<file path="src/xsd_pkg.sv">
// ----------------------------------------------------------------------------
// xsd_pkg
// Shared types, constants and the seed step for the shuffle draw unit.
// ----------------------------------------------------------------------------
package xsd_pkg;

    localparam int POOL_SIZE = 5;
    localparam int SEED_W    = 16;
    localparam int PICK_W    = 3;
    localparam int IDX_W     = $clog2(POOL_SIZE);
    localparam int ENTRY_W   = (IDX_W > PICK_W) ? IDX_W : PICK_W;

    typedef logic [SEED_W-1:0]  seed_t;
    typedef logic [IDX_W-1:0]   idx_t;
    typedef logic [ENTRY_W-1:0] entry_t;
    typedef logic [PICK_W-1:0]  pick_t;

    localparam seed_t SEED_RESET = 16'h5A3C;

    // xorshift16 step: <<7, >>9, <<8, all kept to 16 bits
    function automatic seed_t seed_advance(seed_t s);
        seed_t v;
        v = s ^ (s << 7);
        v = v ^ (v >> 9);
        v = v ^ (v << 8);
        return v;
    endfunction

endpackage

</file>
<file path="src/xsd_in_if.sv">
// ----------------------------------------------------------------------------
// xsd_in_if
// Input channel: one mix value per transfer.
// ----------------------------------------------------------------------------
interface xsd_in_if;
    logic          valid;
    logic          ready;
    xsd_pkg::seed_t mix_value;

    modport source (output valid, output mix_value, input ready);
    modport sink   (input valid, input mix_value, output ready);
endinterface

</file>
<file path="src/xsd_out_if.sv">
// ----------------------------------------------------------------------------
// xsd_out_if
// Result channel: three picks of the shuffled pool per transfer.
// ----------------------------------------------------------------------------
interface xsd_out_if;
    logic           valid;
    logic           ready;
    xsd_pkg::pick_t first_pick;
    logic [xsd_pkg::PICK_W-1:0] second_pick;
    logic [xsd_pkg::PICK_W-1:0] third_pick;

    modport source (output valid, output first_pick, output second_pick,
                    output third_pick, input ready);
    modport sink   (input valid, input first_pick, input second_pick,
                    input third_pick, output ready);
endinterface

</file>
<file path="src/xorshift_shuffle_draw_unit.sv">
// ----------------------------------------------------------------------------
// xorshift_shuffle_draw_unit
// Seeded Fisher-Yates draw: three leading entries of a shuffled pool.
// ----------------------------------------------------------------------------
// Usage:
//   draw_in  (valid/ready) carries a 16-bit mix value, XORed into the kept
//            xorshift seed. draw_out (valid/ready) returns the entries at
//            positions zero, one and two of the pool after a Fisher-Yates
//            shuffle of 0..POOL_SIZE-1 driven by that seed.
//   Throughput: one item per cycle unless draw_out stalls. The seed
//   advances POOL_SIZE-1 xorshift steps per item through one combinational
//   path from the input register into the result register, and the seed
//   register closes that loop.
//   Stall: while draw_out is held, one more item is taken into the input
//   register, then draw_in.ready drops until the result is taken.
//   Reset: seed returns to 0x5A3C, both stages empty.
// ----------------------------------------------------------------------------
module xorshift_shuffle_draw_unit (
    input  logic      clk,
    input  logic      rst_n,
    xsd_in_if.sink    draw_in,
    xsd_out_if.source draw_out
);

    localparam int RecipShift = 20;
    localparam int RecipW     = RecipShift + 1;
    localparam int ProdW      = xsd_pkg::SEED_W + RecipW;

    logic                 s1_valid_reg;
    xsd_pkg::seed_t       mix_reg;
    xsd_pkg::seed_t       seed_reg;
    xsd_pkg::seed_t       seed_next;
    logic                 out_valid_reg;
    xsd_pkg::pick_t       first_reg;
    xsd_pkg::pick_t       second_reg;
    xsd_pkg::pick_t       third_reg;

    logic                 in_xfer;
    logic                 s1_advance;

    xsd_pkg::seed_t       seed_chain [xsd_pkg::POOL_SIZE];
    xsd_pkg::idx_t        swap_idx   [xsd_pkg::POOL_SIZE];
    xsd_pkg::entry_t      pool       [xsd_pkg::POOL_SIZE];
    xsd_pkg::entry_t      swap_tmp;

    assign s1_advance    = s1_valid_reg && (!out_valid_reg || draw_out.ready);
    assign draw_in.ready = !s1_valid_reg || s1_advance;
    assign in_xfer       = draw_in.valid && draw_in.ready;

    assign seed_chain[0] = seed_reg ^ mix_reg;
    assign swap_idx[0]   = '0;

    // one seed step and one small modulo per swap; modulo by reciprocal
    generate
        for (genvar k = 1; k < xsd_pkg::POOL_SIZE; k++) begin : g_step
            localparam int Modulus = xsd_pkg::POOL_SIZE - k + 1;
            localparam logic [RecipW-1:0] Recip =
                RecipW'(((2 ** RecipShift) + Modulus - 1) / Modulus);

            logic [ProdW-1:0] prod;
            xsd_pkg::seed_t   quot;
            xsd_pkg::seed_t   rem;

            assign seed_chain[k] = xsd_pkg::seed_advance(seed_chain[k-1]);
            assign prod = {{RecipW{1'b0}}, seed_chain[k]}
                        * {{xsd_pkg::SEED_W{1'b0}}, Recip};
            assign quot = prod[RecipShift+xsd_pkg::SEED_W-1:RecipShift];
            assign rem  = seed_chain[k] - 16'(quot * 16'(Modulus));
            assign swap_idx[k] = xsd_pkg::idx_t'(rem);
        end
    endgenerate

    assign seed_next = seed_chain[xsd_pkg::POOL_SIZE-1];

    always_comb
    begin
        swap_tmp = '0;
        for (int e = 0; e < xsd_pkg::POOL_SIZE; e++)
        begin
            pool[e] = xsd_pkg::entry_t'(e);
        end
        for (int k = 1; k < xsd_pkg::POOL_SIZE; k++)
        begin
            swap_tmp = pool[xsd_pkg::idx_t'(xsd_pkg::POOL_SIZE - k)];
            pool[xsd_pkg::idx_t'(xsd_pkg::POOL_SIZE - k)] = pool[swap_idx[k]];
            pool[swap_idx[k]] = swap_tmp;
        end
    end

    always_ff @(posedge clk or negedge rst_n)
    begin
        if (!rst_n)
        begin
            s1_valid_reg  <= 1'b0;
            out_valid_reg <= 1'b0;
            seed_reg      <= xsd_pkg::SEED_RESET;
        end
        else
        begin
            if (in_xfer)
                s1_valid_reg <= 1'b1;
            else if (s1_advance)
                s1_valid_reg <= 1'b0;

            if (s1_advance)
                out_valid_reg <= 1'b1;
            else if (draw_out.ready)
                out_valid_reg <= 1'b0;

            if (s1_advance)
                seed_reg <= seed_next;
        end
    end

    always_ff @(posedge clk)
    begin
        if (in_xfer)
            mix_reg <= draw_in.mix_value;
        if (s1_advance)
        begin
            first_reg  <= pool[0][xsd_pkg::PICK_W-1:0];
            second_reg <= pool[1][xsd_pkg::PICK_W-1:0];
            third_reg  <= pool[2][xsd_pkg::PICK_W-1:0];
        end
    end

    assign draw_out.valid       = out_valid_reg;
    assign draw_out.first_pick  = first_reg;
    assign draw_out.second_pick = second_reg;
    assign draw_out.third_pick  = third_reg;

endmodule

</file>
<file path="src/flat_wrapper.sv">
// flat-port wrapper written by rule: the top's interface ports become plain ports
module xorshift_shuffle_draw_unit_flat 
  (clk, rst_n, draw_in_valid, draw_in_mix_value, draw_in_ready, draw_out_valid, draw_out_first_pick, draw_out_second_pick, draw_out_third_pick, draw_out_ready);
  xsd_in_if draw_in_i ();
  xsd_out_if draw_out_i ();
  input  logic clk;
  input  logic rst_n;
  input wire logic [$bits(draw_in_i.valid)-1:0] draw_in_valid;
  input wire logic [$bits(draw_in_i.mix_value)-1:0] draw_in_mix_value;
  output wire logic [$bits(draw_in_i.ready)-1:0] draw_in_ready;
  output wire logic [$bits(draw_out_i.valid)-1:0] draw_out_valid;
  output wire logic [$bits(draw_out_i.first_pick)-1:0] draw_out_first_pick;
  output wire logic [$bits(draw_out_i.second_pick)-1:0] draw_out_second_pick;
  output wire logic [$bits(draw_out_i.third_pick)-1:0] draw_out_third_pick;
  input wire logic [$bits(draw_out_i.ready)-1:0] draw_out_ready;
  assign draw_in_i.valid = draw_in_valid;
  assign draw_in_i.mix_value = draw_in_mix_value;
  assign draw_in_ready = draw_in_i.ready;
  assign draw_out_valid = draw_out_i.valid;
  assign draw_out_first_pick = draw_out_i.first_pick;
  assign draw_out_second_pick = draw_out_i.second_pick;
  assign draw_out_third_pick = draw_out_i.third_pick;
  assign draw_out_i.ready = draw_out_ready;
  xorshift_shuffle_draw_unit u_core (.clk(clk), .rst_n(rst_n), .draw_in(draw_in_i), .draw_out(draw_out_i));
endmodule
</file>
<file path="config.mk">
export PLATFORM = sky130hd
export DESIGN_NAME = xorshift_shuffle_draw_unit_flat
export DESIGN_NICKNAME = d
export VERILOG_FILES = /design/src/xsd_pkg.sv /design/src/xsd_in_if.sv /design/src/xsd_out_if.sv /design/src/xorshift_shuffle_draw_unit.sv /design/src/flat_wrapper.sv
export SDC_FILE = /design/constraint.sdc
export NUM_CORES = 1
export LEC_CHECK = 0
export BUFFER_PORTS_ARGS = -buffer_cell sky130_fd_sc_hd__buf_2
export CORE_UTILIZATION = 60
export CTS_BUF_LIST = sky130_fd_sc_hd__clkbuf_8
export DETAILED_ROUTE_END_ITERATION = 6
export MAX_ROUTING_LAYER = met4
export PLACE_DENSITY = 0.74
export SLEW_MARGIN = 20
export SYNTH_ARGS = -nofsm -noshare
export SYNTH_HDL_FRONTEND = slang
export SYNTH_SLANG_ARGS = --single-unit
</file>
<file path="constraint.sdc">
create_clock -name clk -period 19.6 [get_ports clk]
set_input_delay 3.92 -clock clk [delete_from_list [all_inputs] [get_ports clk]]
set_output_delay 3.92 -clock clk [all_outputs]
set_load 0.05 [all_outputs]
</file>
==> results.toml <==
[global_routing]
grt_max_degree = 30
grt-busiest-layer = "met2"
grt_pass1_vias = 6434
grtUsageMet1_pct = 38.7
grt-ovfl-total = 0
met2_usage_pct = 45.5
track_usage_pct = 27.4
grt_pass1_wl_mm = 33.1
grt_util_met3_pct = 1.27
antenna_found_initial = 0

[drt]
drtAntennaViolNets = 0
drtIter0Drc = 489
drc = 0
vias = 6299
drt_wl_total_mm = 20.0
firstDrtPassIters = 5
wl_per_cell_um = 17.4
via_per_inst = 5.49

[worst_setup_path]
worst_path_max_delay_cell = "xnor2_1"
r2r_start = "u_core.mix_reg[9]"
crit_buf_inv = 4
worst_ep_arrival_time_ns = 11.86
cp.required_ns = 19.64
worst_path_most_repeated_cell = "xnor2_1"
startpoint = "u_core.mix_reg[9]"
cp.depth = 36
endpoint_kind = "flip-flop"
cp_max_fo = 16
crit_type = "reg -> reg"
crit_family = "XOR/XNOR gates"
slowest_delay_ns = 0.82
r2r_cells = 36
crit_path_start_kind = "flip-flop"

[sta]
setup-violations-final = 0
fin_ws_ns = 7.78
worst_pin_slew_ns = 1.04
rsz0062_at_grt = "false"
slew_viol_final = 0
hold_violations = 0
fin_crit_ns = 11.82
clock_skew_ns = 0.00973
hold_slack_ns = 0.476
slew_headroom_pct = 29.9
finalSetupTns_ns = 0
min_period_over_period_pct = 60.3
max_freq_mhz = 84.6

[placement]
routabilityCongestion = 0.937
port-buffer-count = 30
preCtsSetupSlack_ns = 7.90
dp_hpwl_mm = 17.3

[clock_tree]
insertion_delay_ns = 0.29
postCtsSetupRepairBufs = 0
h-tree-depth = 2
cts_buffers = 5
cts_resized = 0
path_clk_slew_ns = 0.09
clock_path_buffers = 2
ctsRootBufferMaster = "clkbuf_8"
clock-sinks = 43
ctsHoldBuffers = 0
cts_tree = "done"

[die]
ios = 31
core.rowCount = 45
core_um2 = 15200
die_w_um = 127
start_util_pct = 61.4
die_area_um2 = 16100
die_h_um = 127

[yosys]
syn-cell-area_um2 = 9330
ys_seq_elements = 43
synthMostInstantiatedCell = "inv_1"
syn_avg_cell_area_um2 = 10.1
synth_edf_count = 25
synth_top_area_cell = "fa_1"
synth_flop_cell = "edfxtp_1"
yosys_warnings = 0
ys_seq_area_share_pct = 13.0
yosys-top-cells-count = "inv_1, ha_1, xnor2_1, fa_1, nand2_1"
synth_fp_nets = 1215
syn_inst = 925
synth_top_area_share_pct = 23.8
yosys-top-cells-area = "fa_1, ha_1, xnor2_1, edfxtp_1, inv_1"
async_reset_ff_share_pct = 41.9
synth.distinct_cells = 69

[hold_path]
hp-class = "reg -> reg"
min_path_cells = 2
hold_path.startpoint = "u_core.seed_reg[5]"

[final_layout]
multiInputGateArea_um2 = 7340
nets = 1249
num-fill-cells = 1220
final-seq-area_um2 = 1210
n_antenna_cell = 0
syn2layout_area_growth_pct = 5.82
drive_gt1_share_pct = 8.85

[run_status]
status = "finished, final reports clean"

[run]
maxCapViolCount = 0
[kinds of logic (layout without fill, tap and decap cells)]
kind of cell             after synthesis  in the layout  synth area share [%]
adder cells (fa/ha/maj)              270            270                  45.1
buffers and inverters                210            245                  8.46
XOR/XNOR                             176            176                  19.2
AND/OR/NAND/NOR                      113            113                  5.70
AO/OA/AOI/OAI                        106            106                  7.75
flip-flops                            43             43                  13.0
multiplexers                           7              7                 0.778
[worst min-delay path, delay by kind of cell (launching register included)]
| family | cells | cell delay (ns) |
|---|---|---|
| flip-flops | 1 | 0.38 |
| AND/OR/NAND/NOR | 2 | 0.10 |
[area by class of cell]
| class | count | share of cell area, % |
|---|---|---|
| Clock buffer | 5 | 0.697 |
| Multi-Input combinational cell | 672 | 74.3 |
| Timing Repair Buffer | 37 | 2.05 |
| Clock inverter | 3 | 0.684 |
| Sequential cell | 43 | 12.3 |
| Inverter | 200 | 7.60 |
| Tap cell | 188 | 2.38 |
[layout by cell type, fill, tap and decap left out, types with 3 or more instances in the layout]
cell and instances:
nor2_1 22, nor3_1 4, xnor3_1 3, nand3_1 5, fa_1 111, dfstp_2 8
xnor2_1 124, o21ai_0 27, nand2b_1 5, inv_1 198, o211ai_1 3, a21oi_1 19
edfxtp_1 25, nand4_1 6, dfrtp_1 10, mux2i_1 5, and3_1 4, buf_2 30
nor2b_1 4, buf_4 7, o31ai_1 3, nand2_1 48, and2_1 3, xor2_1 29
ha_1 159, o22ai_1 7, xnor2_2 10, clkbuf_8 5, xor2_2 3, a31oi_1 6
a21o_1 13
[per-stage QoR]
stage | area [um2] | cells | utilization (%)
3_5_place_dp | 9730 | 1140 | 64.0
5_1_grt | 9870 | 1148 | 65.0
3_3_place_gp | 9730 | 1140 | 64.0
2_1_floorplan | 9330 | 925 | -
4_1_cts | 9870 | 1148 | 64.9
6_report | 9870 | 1148 | 65.0
[per-layer routing]
| metal | up-vias | part of all wire [%] | wire length [um] |
|---|---|---|---|
| met2 | 131 | 48 | 9550 |
| met3 | 8 | 2.7 | 544 |
| met5 | - | 0 | 0 |
| li1 | 3051 | - | - |
| met4 | 0 | 0.54 | 108 |
| met1 | 3109 | 49 | 9760 |
[final timing paths]
path | end | slack (ns)
min | u_core.seed_reg[5] | 0.48
min in group asynchronous | u_core.seed_reg[0] | 3.54
max in group asynchronous | u_core.seed_reg[14] | 15.73
max | u_core.draw_out.first_pick[1] | 7.78
min reg2reg | u_core.seed_reg[5] | 0.48
max reg2reg | u_core.draw_out.first_pick[1] | 7.78
Power is left out: the tool's default activity adds up to more than one toggle a clock period on the data nets, which glitch-free logic cannot reach.
